--- config.mk ---
export PLATFORM = sky130hd
export DESIGN_NAME = sexpr_byte_tokenizer_flat
export DESIGN_NICKNAME = d
export VERILOG_FILES = /design/src/hw/rtl/sbt_pkg.sv /design/src/hw/rtl/sbt_in_if.sv /design/src/hw/rtl/sbt_tok_if.sv /design/src/hw/rtl/sbt_scan.sv /design/src/hw/rtl/sbt_res_fifo.sv /design/src/hw/rtl/sexpr_byte_tokenizer.sv /design/src/flat_wrapper.sv
export SDC_FILE = /design/constraint.sdc
export NUM_CORES = 1
export LEC_CHECK = 0
export BUFFER_PORTS_ARGS = -buffer_cell sky130_fd_sc_hd__buf_2
export CAP_MARGIN = 10
export CORE_ASPECT_RATIO = 0.75
export CORE_MARGIN = 1.5
export CORE_UTILIZATION = 30
export CTS_CLUSTER_SIZE = 20
export DETAILED_ROUTE_END_ITERATION = 16
export HOLD_SLACK_MARGIN = 0.05
export PLACE_DENSITY = 0.45
export SYNTH_ARGS = -nofsm -noshare
export SYNTH_HDL_FRONTEND = slang
export SYNTH_SLANG_ARGS = --single-unit
export TNS_END_PERCENT = 50
--- constraint.sdc ---
create_clock -name clk -period 5.9 [get_ports clk]
set_clock_uncertainty 0.15 [all_clocks]
set_input_delay 1.475 -clock clk [delete_from_list [all_inputs] [get_ports clk]]
set_output_delay 1.475 -clock clk [all_outputs]
set_load 0.01 [all_outputs]
--- src/hw/rtl/sbt_pkg.sv ---
`timescale 1ns / 1ps
// Shared types, character codes and classification functions of the tokenizer.
package sbt_pkg;

	localparam int unsigned POSITION_BITS_DEF = 32;
	localparam int unsigned LENGTH_BITS_DEF   = 16;

	// Result queue between the scanner and the output channel.
	localparam int unsigned RES_DEPTH    = 4;
	localparam int unsigned RES_PTR_BITS = $clog2(RES_DEPTH);

	localparam logic [7:0] CH_SPACE    = 8'h20;
	localparam logic [7:0] CH_TAB      = 8'h09;
	localparam logic [7:0] CH_CR       = 8'h0D;
	localparam logic [7:0] CH_LF       = 8'h0A;
	localparam logic [7:0] CH_HASH     = 8'h23;
	localparam logic [7:0] CH_LAMBDA_0 = 8'hCE;
	localparam logic [7:0] CH_LAMBDA_1 = 8'hBB;
	localparam logic [7:0] CH_LPAREN   = 8'h28;
	localparam logic [7:0] CH_RPAREN   = 8'h29;
	localparam logic [7:0] CH_LBRACKET = 8'h5B;
	localparam logic [7:0] CH_RBRACKET = 8'h5D;

	typedef enum logic [3:0] {
		TK_LAMBDA   = 4'd0,
		TK_LPAREN   = 4'd1,
		TK_RPAREN   = 4'd2,
		TK_LBRACKET = 4'd3,
		TK_RBRACKET = 4'd4,
		TK_NUMBER   = 4'd5,
		TK_BOOLEAN  = 4'd6,
		TK_IDENT    = 4'd7,
		TK_EOF      = 4'd8,
		TK_ERROR    = 4'd9
	} token_kind_t;

	typedef enum logic [2:0] {
		MODE_IDLE    = 3'd0,
		MODE_COMMENT = 3'd1,
		MODE_NUMBER  = 3'd2,
		MODE_IDENT   = 3'd3,
		MODE_LAMBDA  = 3'd4,
		MODE_ERROR   = 3'd5
	} scan_mode_t;

	// Progress through the keywords "true" and "false".
	typedef logic [3:0] kw_state_t;
	localparam kw_state_t KW_NONE  = 4'd0;
	localparam kw_state_t KW_T     = 4'd1;
	localparam kw_state_t KW_TR    = 4'd2;
	localparam kw_state_t KW_TRU   = 4'd3;
	localparam kw_state_t KW_TRUE  = 4'd4;
	localparam kw_state_t KW_F     = 4'd5;
	localparam kw_state_t KW_FA    = 4'd6;
	localparam kw_state_t KW_FAL   = 4'd7;
	localparam kw_state_t KW_FALS  = 4'd8;
	localparam kw_state_t KW_FALSE = 4'd9;

	typedef struct packed {
		token_kind_t kind;
		logic [31:0] start;
		logic [15:0] length;
		logic        last;
	} token_t;

	// Up to two results that one item pushes into the queue, in order.
	typedef struct packed {
		logic [1:0] count;
		token_t     first;
		token_t     second;
	} push_t;

	function automatic logic is_space(input logic [7:0] b);
		return (b == CH_SPACE) || ((b >= CH_TAB) && (b <= CH_CR));
	endfunction

	function automatic logic is_digit(input logic [7:0] b);
		return (b >= "0") && (b <= "9");
	endfunction

	function automatic logic is_ident_start(input logic [7:0] b);
		return ((b >= "A") && (b <= "Z")) || ((b >= "a") && (b <= "z")) ||
			(b == "_") || (b == "+") || (b == "-") || (b == "*") || (b == "/") ||
			(b == "%") || (b == "<") || (b == ">") || (b == "=") || (b == "?") ||
			(b == "!");
	endfunction

	function automatic kw_state_t kw_next(input kw_state_t km, input logic [7:0] b);
		kw_state_t r;
		r = KW_NONE;
		unique case (km)
			KW_T:    if (b == "r") r = KW_TR;
			KW_TR:   if (b == "u") r = KW_TRU;
			KW_TRU:  if (b == "e") r = KW_TRUE;
			KW_F:    if (b == "a") r = KW_FA;
			KW_FA:   if (b == "l") r = KW_FAL;
			KW_FAL:  if (b == "s") r = KW_FALS;
			KW_FALS: if (b == "e") r = KW_FALSE;
			default: r = KW_NONE;
		endcase
		return r;
	endfunction

endpackage

--- src/hw/rtl/sbt_in_if.sv ---
`timescale 1ns / 1ps
// Handshake channel that carries source bytes into the tokenizer.
interface sbt_in_if;
	logic       valid;
	logic       ready;
	logic [7:0] data_byte;
	logic       end_of_input;

	modport source (output valid, output data_byte, output end_of_input, input ready);
	modport sink (input valid, input data_byte, input end_of_input, output ready);
endinterface

--- src/hw/rtl/sbt_tok_if.sv ---
`timescale 1ns / 1ps
// Handshake channel that carries tokens out of the tokenizer.
interface sbt_tok_if;
	logic        valid;
	logic        ready;
	logic [3:0]  token_kind;
	logic [31:0] token_start;
	logic [15:0] token_length;
	logic        last_of_run;

	modport source (output valid, output token_kind, output token_start,
		output token_length, output last_of_run, input ready);
	modport sink (input valid, input token_kind, input token_start,
		input token_length, input last_of_run, output ready);
endinterface

--- src/hw/rtl/sbt_scan.sv ---
`timescale 1ns / 1ps
// Scanner state machine: classifies one byte per cycle while fire is set and forms up to two tokens.
module sbt_scan import sbt_pkg::*; #(
	parameter int unsigned POSITION_BITS = POSITION_BITS_DEF,
	parameter int unsigned LENGTH_BITS   = LENGTH_BITS_DEF
) (
	input  logic       clk,
	input  logic       arst_n,
	input  logic       fire,
	input  logic [7:0] data_byte,
	input  logic       end_of_input,
	output push_t      push
);

	localparam logic [LENGTH_BITS-1:0] LEN_MAX = '1;

	scan_mode_t               mode_q, mode_d;
	logic [POSITION_BITS-1:0] pos_q, pos_d;
	logic [POSITION_BITS-1:0] start_q, start_d;
	logic [LENGTH_BITS-1:0]   len_q, len_d, len_inc;
	kw_state_t                kw_q, kw_d;
	logic                     flush_v, main_v, scan_byte;
	token_t                   flush_tok, main_tok;

	always_ff @(posedge clk or negedge arst_n) begin
		if (!arst_n) begin
			mode_q  <= MODE_IDLE;
			pos_q   <= '0;
			start_q <= '0;
			len_q   <= '0;
			kw_q    <= KW_NONE;
		end else begin
			mode_q  <= mode_d;
			pos_q   <= pos_d;
			start_q <= start_d;
			len_q   <= len_d;
			kw_q    <= kw_d;
		end
	end

	assign len_inc = (len_q == LEN_MAX) ? len_q : len_q + LENGTH_BITS'(1);

	always_comb begin
		mode_d    = mode_q;
		pos_d     = pos_q;
		start_d   = start_q;
		len_d     = len_q;
		kw_d      = kw_q;
		flush_v   = 1'b0;
		main_v    = 1'b0;
		scan_byte = 1'b0;

		// The open token as it would be closed now.
		flush_tok.start  = 32'(start_q);
		flush_tok.last   = 1'b0;
		flush_tok.length = 16'(len_q);
		if (mode_q == MODE_NUMBER) begin
			flush_tok.kind = TK_NUMBER;
		end else if (mode_q == MODE_IDENT) begin
			flush_tok.kind = ((kw_q == KW_TRUE) || (kw_q == KW_FALSE)) ? TK_BOOLEAN : TK_IDENT;
		end else begin
			flush_tok.kind   = TK_ERROR;
			flush_tok.length = 16'd1;
		end

		main_tok.kind   = TK_ERROR;
		main_tok.start  = 32'(pos_q);
		main_tok.length = 16'd1;
		main_tok.last   = 1'b1;

		if (fire) begin
			if (end_of_input) begin
				flush_v = (mode_q == MODE_NUMBER) || (mode_q == MODE_IDENT) ||
					(mode_q == MODE_LAMBDA);
				main_v          = 1'b1;
				main_tok.kind   = TK_EOF;
				main_tok.length = 16'd0;
				mode_d  = MODE_IDLE;
				pos_d   = '0;
				start_d = '0;
				len_d   = '0;
				kw_d    = KW_NONE;
			end else begin
				pos_d = pos_q + POSITION_BITS'(1);
				unique case (mode_q)
					MODE_COMMENT: begin
						if (data_byte == CH_LF) mode_d = MODE_IDLE;
					end
					MODE_ERROR: begin
						mode_d = MODE_ERROR;
					end
					MODE_LAMBDA: begin
						main_v         = 1'b1;
						main_tok.start = 32'(start_q);
						if (data_byte == CH_LAMBDA_1) begin
							main_tok.kind   = TK_LAMBDA;
							main_tok.length = 16'd2;
							mode_d          = MODE_IDLE;
						end else begin
							mode_d = MODE_ERROR;
						end
					end
					MODE_NUMBER: begin
						if (is_digit(data_byte)) begin
							len_d = len_inc;
						end else begin
							flush_v   = 1'b1;
							scan_byte = 1'b1;
						end
					end
					MODE_IDENT: begin
						if (is_ident_start(data_byte) || is_digit(data_byte)) begin
							len_d = len_inc;
							kw_d  = kw_next(kw_q, data_byte);
						end else begin
							flush_v   = 1'b1;
							scan_byte = 1'b1;
						end
					end
					default: begin
						scan_byte = 1'b1;
					end
				endcase

				// The byte starts something new, from the idle mode.
				if (scan_byte) begin
					mode_d = MODE_IDLE;
					if (is_space(data_byte)) begin
						mode_d = MODE_IDLE;
					end else if (data_byte == CH_HASH) begin
						mode_d = MODE_COMMENT;
					end else if (data_byte == CH_LAMBDA_0) begin
						mode_d  = MODE_LAMBDA;
						start_d = pos_q;
						len_d   = LENGTH_BITS'(1);
					end else if (data_byte == CH_LPAREN) begin
						main_v        = 1'b1;
						main_tok.kind = TK_LPAREN;
					end else if (data_byte == CH_RPAREN) begin
						main_v        = 1'b1;
						main_tok.kind = TK_RPAREN;
					end else if (data_byte == CH_LBRACKET) begin
						main_v        = 1'b1;
						main_tok.kind = TK_LBRACKET;
					end else if (data_byte == CH_RBRACKET) begin
						main_v        = 1'b1;
						main_tok.kind = TK_RBRACKET;
					end else if (is_digit(data_byte)) begin
						mode_d  = MODE_NUMBER;
						start_d = pos_q;
						len_d   = LENGTH_BITS'(1);
					end else if (is_ident_start(data_byte)) begin
						mode_d  = MODE_IDENT;
						start_d = pos_q;
						len_d   = LENGTH_BITS'(1);
						kw_d    = (data_byte == "t") ? KW_T :
							(data_byte == "f") ? KW_F : KW_NONE;
					end else begin
						main_v = 1'b1;
						mode_d = MODE_ERROR;
					end
				end
			end
		end

		push.count       = {flush_v & main_v, flush_v ^ main_v};
		push.first       = flush_v ? flush_tok : main_tok;
		push.first.last  = !(flush_v && main_v);
		push.second      = main_tok;
	end

`ifndef ASSERT_OFF
	a_end_clears: assert property (@(posedge clk) disable iff (!arst_n)
		fire && end_of_input |=> (mode_q == MODE_IDLE) && (pos_q == '0))
		else $error("state not cleared after end item");
	a_pair_flushes: assert property (@(posedge clk) disable iff (!arst_n)
		push.count == 2'd2 |-> (push.first.kind == TK_NUMBER) ||
			(push.first.kind == TK_BOOLEAN) || (push.first.kind == TK_IDENT) ||
			(push.first.kind == TK_ERROR))
		else $error("two results without a closed token first");
	a_idle_quiet: assert property (@(posedge clk) disable iff (!arst_n)
		!fire |-> push.count == 2'd0)
		else $error("result formed without an item");
	a_error_sticks: assert property (@(posedge clk) disable iff (!arst_n)
		fire && !end_of_input && (mode_q == MODE_ERROR) |-> push.count == 2'd0)
		else $error("result formed while discarding input");
`endif

endmodule

--- src/hw/rtl/sbt_res_fifo.sv ---
`timescale 1ns / 1ps
// Result queue: takes up to two tokens a cycle and hands one a cycle to the output channel while it is ready.
module sbt_res_fifo import sbt_pkg::*; (
	input  logic             clk,
	input  logic             arst_n,
	input  push_t            push,
	output logic             room,
	sbt_tok_if.source        tokens
);

	token_t                  mem_q [RES_DEPTH];
	logic [RES_PTR_BITS-1:0] wr_q, rd_q;
	logic [RES_PTR_BITS:0]   count_q;
	logic                    pop;

	// Room for a full pair, regardless of what leaves this cycle.
	assign room = count_q <= (RES_PTR_BITS+1)'(RES_DEPTH - 2);
	assign pop  = tokens.valid && tokens.ready;

	always_ff @(posedge clk) begin
		if (push.count != 2'd0) mem_q[wr_q] <= push.first;
		if (push.count == 2'd2) mem_q[wr_q + RES_PTR_BITS'(1)] <= push.second;
	end

	always_ff @(posedge clk or negedge arst_n) begin
		if (!arst_n) begin
			wr_q    <= '0;
			rd_q    <= '0;
			count_q <= '0;
		end else begin
			wr_q    <= wr_q + RES_PTR_BITS'(push.count);
			rd_q    <= rd_q + RES_PTR_BITS'(pop);
			count_q <= count_q + (RES_PTR_BITS+1)'(push.count) - (RES_PTR_BITS+1)'(pop);
		end
	end

	assign tokens.valid        = count_q != '0;
	assign tokens.token_kind   = mem_q[rd_q].kind;
	assign tokens.token_start  = mem_q[rd_q].start;
	assign tokens.token_length = mem_q[rd_q].length;
	assign tokens.last_of_run  = mem_q[rd_q].last;

`ifndef ASSERT_OFF
	a_no_overflow: assert property (@(posedge clk) disable iff (!arst_n)
		push.count != 2'd0 |-> room)
		else $error("result queue written without room");
	a_count_bound: assert property (@(posedge clk) disable iff (!arst_n)
		count_q <= (RES_PTR_BITS+1)'(RES_DEPTH))
		else $error("result queue count out of range");
	a_count_track: assert property (@(posedge clk) disable iff (!arst_n)
		(push.count == 2'd0) && !pop |=> $stable(count_q))
		else $error("result queue count moved without traffic");
`endif

endmodule

--- src/hw/rtl/sexpr_byte_tokenizer.sv ---
`timescale 1ns / 1ps
// Top level of the S-expression byte tokenizer.
//
// source_text takes one item a cycle while ready is high: a byte, or an end item (end_of_input
// set, byte ignored). tokens delivers the results as kind, start position and
// length, with last_of_run marking the final result of the item that caused it.
// An item is taken on the edge where valid and ready are both high.
//
// An accepted item is held in the input register and scanned there; while the
// result queue has room its results are written to the queue, from which tokens
// presents them. The scanner retires one item a cycle while the queue has room,
// updating its state (mode, position, open token) for each item in turn.
// An item that closes a token and starts another gives two results, which the
// four-entry result queue absorbs.
//
// Reset clears the scanner to idle at position zero and empties the queue.
// When the receiver stalls, results collect in the queue; once it cannot take
// a further pair the scanner holds and, with an item held, source_text drops ready.
module sexpr_byte_tokenizer import sbt_pkg::*; #(
	parameter int unsigned POSITION_BITS = POSITION_BITS_DEF,
	parameter int unsigned LENGTH_BITS   = LENGTH_BITS_DEF
) (
	input  logic      clk,
	input  logic      arst_n,
	sbt_in_if.sink    source_text,
	sbt_tok_if.source tokens
);

	logic       valid_s1;
	logic [7:0] byte_s1;
	logic       end_s1;
	logic       room;
	logic       fire;
	push_t      push;

	assign fire              = valid_s1 && room;
	assign source_text.ready = !valid_s1 || fire;

	always_ff @(posedge clk or negedge arst_n) begin
		if (!arst_n) begin
			valid_s1 <= 1'b0;
		end else if (source_text.ready) begin
			valid_s1 <= source_text.valid;
		end
	end

	always_ff @(posedge clk) begin
		if (source_text.ready && source_text.valid) begin
			byte_s1 <= source_text.data_byte;
			end_s1  <= source_text.end_of_input;
		end
	end

	sbt_scan #(
		.POSITION_BITS(POSITION_BITS),
		.LENGTH_BITS  (LENGTH_BITS)
	) u_scan (
		.clk         (clk),
		.arst_n      (arst_n),
		.fire        (fire),
		.data_byte   (byte_s1),
		.end_of_input(end_s1),
		.push        (push)
	);

	sbt_res_fifo u_res_fifo (
		.clk   (clk),
		.arst_n(arst_n),
		.push  (push),
		.room  (room),
		.tokens(tokens)
	);

`ifndef ASSERT_OFF
	a_take_loads: assert property (@(posedge clk) disable iff (!arst_n)
		source_text.valid && source_text.ready |=> valid_s1)
		else $error("accepted item not held in the input register");
	a_hold_stalled: assert property (@(posedge clk) disable iff (!arst_n)
		valid_s1 && !room |=> valid_s1 && $stable(byte_s1) && $stable(end_s1))
		else $error("stalled item lost from the input register");
	a_stall_blocks: assert property (@(posedge clk) disable iff (!arst_n)
		valid_s1 && !room |-> !source_text.ready)
		else $error("input taken while the scanner is held");
`endif

endmodule
--- src/flat_wrapper.sv ---
// flat-port wrapper written by rule: the top's interface ports become plain ports
module sexpr_byte_tokenizer_flat import sbt_pkg::*;
#(
	parameter int unsigned POSITION_BITS = POSITION_BITS_DEF,
	parameter int unsigned LENGTH_BITS   = LENGTH_BITS_DEF
)
  (clk, arst_n, source_text_valid, source_text_data_byte, source_text_end_of_input, source_text_ready, tokens_valid, tokens_token_kind, tokens_token_start, tokens_token_length, tokens_last_of_run, tokens_ready);
  sbt_in_if source_text_i ();
  sbt_tok_if tokens_i ();
  input  logic clk;
  input  logic arst_n;
  input wire logic [$bits(source_text_i.valid)-1:0] source_text_valid;
  input wire logic [$bits(source_text_i.data_byte)-1:0] source_text_data_byte;
  input wire logic [$bits(source_text_i.end_of_input)-1:0] source_text_end_of_input;
  output wire logic [$bits(source_text_i.ready)-1:0] source_text_ready;
  output wire logic [$bits(tokens_i.valid)-1:0] tokens_valid;
  output wire logic [$bits(tokens_i.token_kind)-1:0] tokens_token_kind;
  output wire logic [$bits(tokens_i.token_start)-1:0] tokens_token_start;
  output wire logic [$bits(tokens_i.token_length)-1:0] tokens_token_length;
  output wire logic [$bits(tokens_i.last_of_run)-1:0] tokens_last_of_run;
  input wire logic [$bits(tokens_i.ready)-1:0] tokens_ready;
  assign source_text_i.valid = source_text_valid;
  assign source_text_i.data_byte = source_text_data_byte;
  assign source_text_i.end_of_input = source_text_end_of_input;
  assign source_text_ready = source_text_i.ready;
  assign tokens_valid = tokens_i.valid;
  assign tokens_token_kind = tokens_i.token_kind;
  assign tokens_token_start = tokens_i.token_start;
  assign tokens_token_length = tokens_i.token_length;
  assign tokens_last_of_run = tokens_i.last_of_run;
  assign tokens_i.ready = tokens_ready;
  sexpr_byte_tokenizer #(.POSITION_BITS(POSITION_BITS), .LENGTH_BITS(LENGTH_BITS)) u_core (.clk(clk), .arst_n(arst_n), .source_text(source_text_i), .tokens(tokens_i));
endmodule
* Yosys cells after proc, flatten, opt, wreduce, memory -nomap -nowiden *
Memory sizes are Yosys's and may differ from the RTL's.
Index checks and enable logic that the tools add are counted.

word-level totals
  register bits = 104
  bits in writable memories = 212
  logic and storage cells = 227
  memories kept = 1

operators by class
  add/subtract/negate cells = 7
  order comparisons = 9
  equality and inequality tests = 51
  multiplexer cells = 110
  bitwise gates (word level) = 2
  reduce and logical (&&, ||, !) cells = 36

memories
  memory                   words  width  read ports  clocked after memory_dff  write ports  line                source
  u_core.u_res_fifo.mem_q  4      53     1           0                         2            sbt_res_fifo.sv:11  token_t mem_q [RES_DEPTH];

operator list
  operator                                                            number
  2-to-1 mux 32 bit                                                   13
  2-to-1 mux 16 bit                                                   17
  == test 8 x 6 -> 1 bit (second input constant)                      14
  2-to-1 mux 4 bit                                                    27
  2-to-1 mux 52 bit                                                   2
  == test 8 x 7 -> 1 bit (second input constant)                      11
  2-to-1 mux 3 bit                                                    18
  2-to-1 mux 53 bit                                                   1
  adder 32 x 1 -> 32 bit (second input constant)                      1
  one-hot mux 16 bit (2 select lines)                                 1
  one-hot mux 4 bit (7 select lines)                                  1
  2-to-1 mux 1 bit                                                    24
  logical OR 1 bit                                                    18
  adder 16 x 1 -> 16 bit (second input constant)                      1
  == test 16 bit (second input constant)                              1
  == test 4 x 3 -> 1 bit (second input constant)                      4
  == test 8 bit (second input constant)                               2
  greater-or-equal comparator 8 x 7 -> 1 bit (second input constant)  2
  less-or-equal comparator 8 x 7 -> 1 bit (second input constant)     2
  inequality test 3 x 2 -> 1 bit (second input constant)              4
  one-hot mux 3 bit (3 select lines)                                  1
  AND reduction 9 bit                                                 1
  == test 4 x 2 -> 1 bit (second input constant)                      2
  == test 4 bit (second input constant)                               2
  31 further kinds                                                    45

* Longest topological paths before layout *
  depth after elaboration = 30
  depth in mapped cells = 16
  mapped depth without buffers = 14

* By module *
A second synthesis with hierarchy kept.

second synthesis, totals
  cell total of the unflattened synthesis = 1286
  area, all modules = 17006.3 um^2

modules (own cells, without submodules)
  module                times used  cells an instance  area an instance (um^2)
  sbt_res_fifo          1           553                10651.5
  sbt_scan              1           719                6024.5
  sexpr_byte_tokenizer  1           14                 330.3

* Least setup slack after synthesis *
No wires, ideal clock.

  path type = reg-to-reg
  from = register u_core.byte_s1[1]
  to = memory u_core.u_res_fifo.mem_q[0][17] (netlist name) (enable)
  library setup time = 392 ps
  arrival time = 3717 ps
  required time = 5358 ps
  path slack = 1640 ps
  stages on the path, launching flop included = 14
  buffers on the path = 2
  clock period less this slack = 4260 ps
  path through = edfxtp_1 buf_2 nor3_1 a21oi_1 a221oi_1 o21a_1 nand3_1 nor3_1 o31ai_1 ha_1 nor3_1 a31oi_1 clkbuf_1 inv_1

RTL lines
  item                    line                        source
  start, declared         sexpr_byte_tokenizer.sv:30  logic [7:0] byte_s1;
  start signal, assigned  sexpr_byte_tokenizer.sv:49  byte_s1 <= source_text.data_byte;
  end, declared           sbt_res_fifo.sv:11

==> out/metrics.yaml <==
synthesis:
  async_reset_ff_share_pct: 30.1
  ys_types: 76
  yosysTopAreaCellShare_pct: 31.5
  synth_seq_cells: 316
  synth-main-ff-cell: "edfxtp_1"
  yosysWarnings: 0
  synth_cells: 1269
  avgSynthCellArea_um2: 12.1
  synth-edff-count: 161
  yosysSeqAreaShare_pct: 54.7
  synth.area.top_cells: "edfxtp_1, dfrtp_1, a22o_1, dfxtp_1, mux4_2"
  yosys.area.top_type: "edfxtp_1"
  syn-cell-area_um2: 15400
  syn-num-nets: 1292
worst_setup_path:
  worst_setup_path_start_kind: "flop"
  critical_path_arrival_ps: 5050
  r2r_slack_ps: 1090
  startpoint: "u_core.byte_s1[2]"
  cp_data_required_time_ps: 6150
  critPathKind: "reg -> reg"
  r2r_cells: 14
  worst_setup_path_end_kind: "flop"
  rr_startpoint: "u_core.byte_s1[2]"
  cp_max_fo: 20
  r2r_end: "u_core.u_res_fifo.mem_q[2][28]"
sta:
  relSlewSlack_pct: 15.1
  final.min_clock_period_ps: 4810
  finalSetupViolCount: 0
  fin_hold_ws_ps: 317
  final-hold-violation-count: 0
  rsz0062_at_grt: "no"
  worst_pin_slew_ps: 1270
  fmax_ghz: 0.208
  tns_ps: 0
  drv_slew: 0
  finalCritPeriodShare_pct: 81.5
cts:
  clkTransAtPathRegs_ps: 60
  cts-buffers-inserted: 35
  post-cts-setup-buffer-count: 0
  hold_buffers: 0
  cts_num_sinks: 316
  root_buffer: "clkbuf_16"
  htree_levels: 2
  cts_buffer_depth: 3
  insertion_delay_ps: 550
  post_cts_resize_count: 0
  cts_tree: "done"
floorplanning:
  core_area_um2: 50400
  placementRows: 71
  ioPinCount: 68
  die_w_um: 264
  die-area_um2: 52600
  dieHeight_um: 199
  start_util_pct: 30.5
finish:
  drive_gt1_share_pct: 18.6
  fin_nets: 1309
  final_common_cell: "edfxtp_1"
  layout_common_cells: "edfxtp_1, a22o_1, dfrtp_1"
  syn_to_final_growth_pct: 13.7
  diodes: 0
placement:
  dp_hpwl_um: 28300
  portBuffers: 67
  place_congestion: 0.813
routing:
  wl_met2_um: 19500
  remaining_drc_errors: 0
  drt_iter0_drc: 1071
  routed.top_layer: "met4"
  routed_wl_um: 45400
  drt-vias-per-instance: 5.66
  wl_met3_um: 2500
  routed-via-count: 11200
  wire_per_inst_um: 23.0
  firstDrtPassIters: 5
  wl_met1_um: 22500
  ant_nets: 0
global_routing:
  overflow: 0
  grt_max_degree: 54
  antenna_found_initial: 0
  grtUsageTotal_pct: 17.4
  grt_pass1_vias: 10900
  grt_pass1_wl_um: 70100
worst_hold_path:
  hold_start: "u_core.u_res_fifo.mem_q[3][8]"
  hold_depth: 1
  hold_path.class: "reg -> reg"
  hold_path_end: "u_core.u_res_fifo.mem_q[3][8]"
power_and_ir_drop:
  irDropWorstVdd_mv: 0.220
  power_density_nw_per_um2: 433
  leakagePower_nw: 6.22
run:
  max_cap_viol_count: 0
outcome:
  outcome: "finished clean"
-- kinds of logic after synthesis --
| kind of cell | Yosys count | share of synthesized area, % |
|---|---|---|
| AND/OR/NAND/NOR | 303 | 10.0 |
| multiplexers | 60 | 8.24 |
| AO/OA/AOI/OAI | 404 | 20.4 |
| flip-flops | 316 | 54.7 |
| adder cells (fa/ha/maj) | 10 | 0.863 |
| XOR/XNOR | 29 | 1.65 |
| buffers and inverters | 147 | 4.13 |
-- where the power goes --
part           leakage [nW]  switching, W  internal [W]
Clock                 0.544      0.000930       0.00124
Combinational          2.39       0.00151      0.000853
Sequential             3.29      0.000362       0.00268
Total                  6.22       0.00280       0.00477
-- layout make-up --
type | count | area [um2]
Tap cell | 657 | 822
Clock buffer | 53 | 1000
Sequential cell | 316 | 8420
Clock inverter | 11 | 116
Timing Repair Buffer | 105 | 661
Multi-Input combinational cell | 806 | 6370
Fill cell | 4915 | 32900
Inverter | 22 | 82.6
-- Yosys cell counts (6+ instances only) --
cell,instances
or3_1,9
xnor2_1,10
buf_2,30
a22o_1,143
a32o_1,43
dfxtp_1,60
clkbuf_1,77
nor4_1,6
nand3_1,32
a21oi_1,33
xor2_1,19
nand2b_1,15
and3_1,12
nor3_1,21
o31ai_1,8
nand4_1,12
inv_1,19
dfrtp_1,95
nor2b_1,7
o21ai_1,41
buf_1,10
nor2_1,61
a22oi_1,32
o21ai_0,21
and2_1,6
mux4_2,53
a21o_1,6
o22ai_1,18
nand2_1,89
edfxtp_1,161
a31oi_1,13
ha_1,9
-- per-layer routing --
layer	GRT usage (%)	vias to the layer above
met5	0	-
met4	4.09	0
met3	2.80	64
met2	26.3	347
met1	26.0	5720
li1	-	5023
-- worst max path at each step --
stage	endpoint	slack, ps	depth (start not counted)
after global routing	u_core.u_res_fifo.mem_q[2][22]	730	14
after global placement	u_core.u_res_fifo.mem_q[2][23]	1280	12
after floorplan	u_core.u_res_fifo.mem_q[0][17]	1640	13
after CTS	u_core.u_res_fifo.mem_q[2][23]	1180	14
after detailed placement	u_core.u_res_fifo.mem_q[2][26]	1220	14
final	u_core.u_res_fifo.mem_q[2][28]	1090	14
-- through the flow --
step	power [W]	util, %	cell area [um2]	std cells	setup WS (ps)
finish	0.00757	34.7	17500	1970	1090
global route	0.00797	34.7	17500	1970	731
CTS	0.00767	34.7	17500	1970	1180
detailed placement	0.00549	32.5	16400	1906	1220
global placement	0.00548	32.5	16400	1906	1280
floorplan	0.00447	-	15400	1269	1640
-- critical path, stage by stage, from the launching register on --
cell	delay [ps]
edfxtp_1	670
and2b_1	370
o21ai_1	90
a221oi_1	570
o21a_1	270
nand3_1	150
nor3_1	280
o31a_1	160
ha_1	350
nand2_1	200
nor2_1	240
a21oi_1	150
a21oi_4	590
buf_12	250
a22o_1	150
-- sequential cells by signal (all words and copies together) (netlist names) --
name / count
u_core.byte_s1: 8
u_core.end_s1: 1
u_core.u_res_fifo.count_q: 3
u_core.u_res_fifo.mem_q: 212
u_core.u_res_fifo.rd_q: 2
u_core.u_res_fifo.wr_q: 2
u_core.u_scan.kw_q: 4
u_core.u_scan.len_q: 16
u_core.u_scan.mode_q: 3
u_core.u_scan.pos_q: 32
u_core.u_scan.start_q: 32
u_core.valid_s1: 1
(Power assumes the default switching activity.)
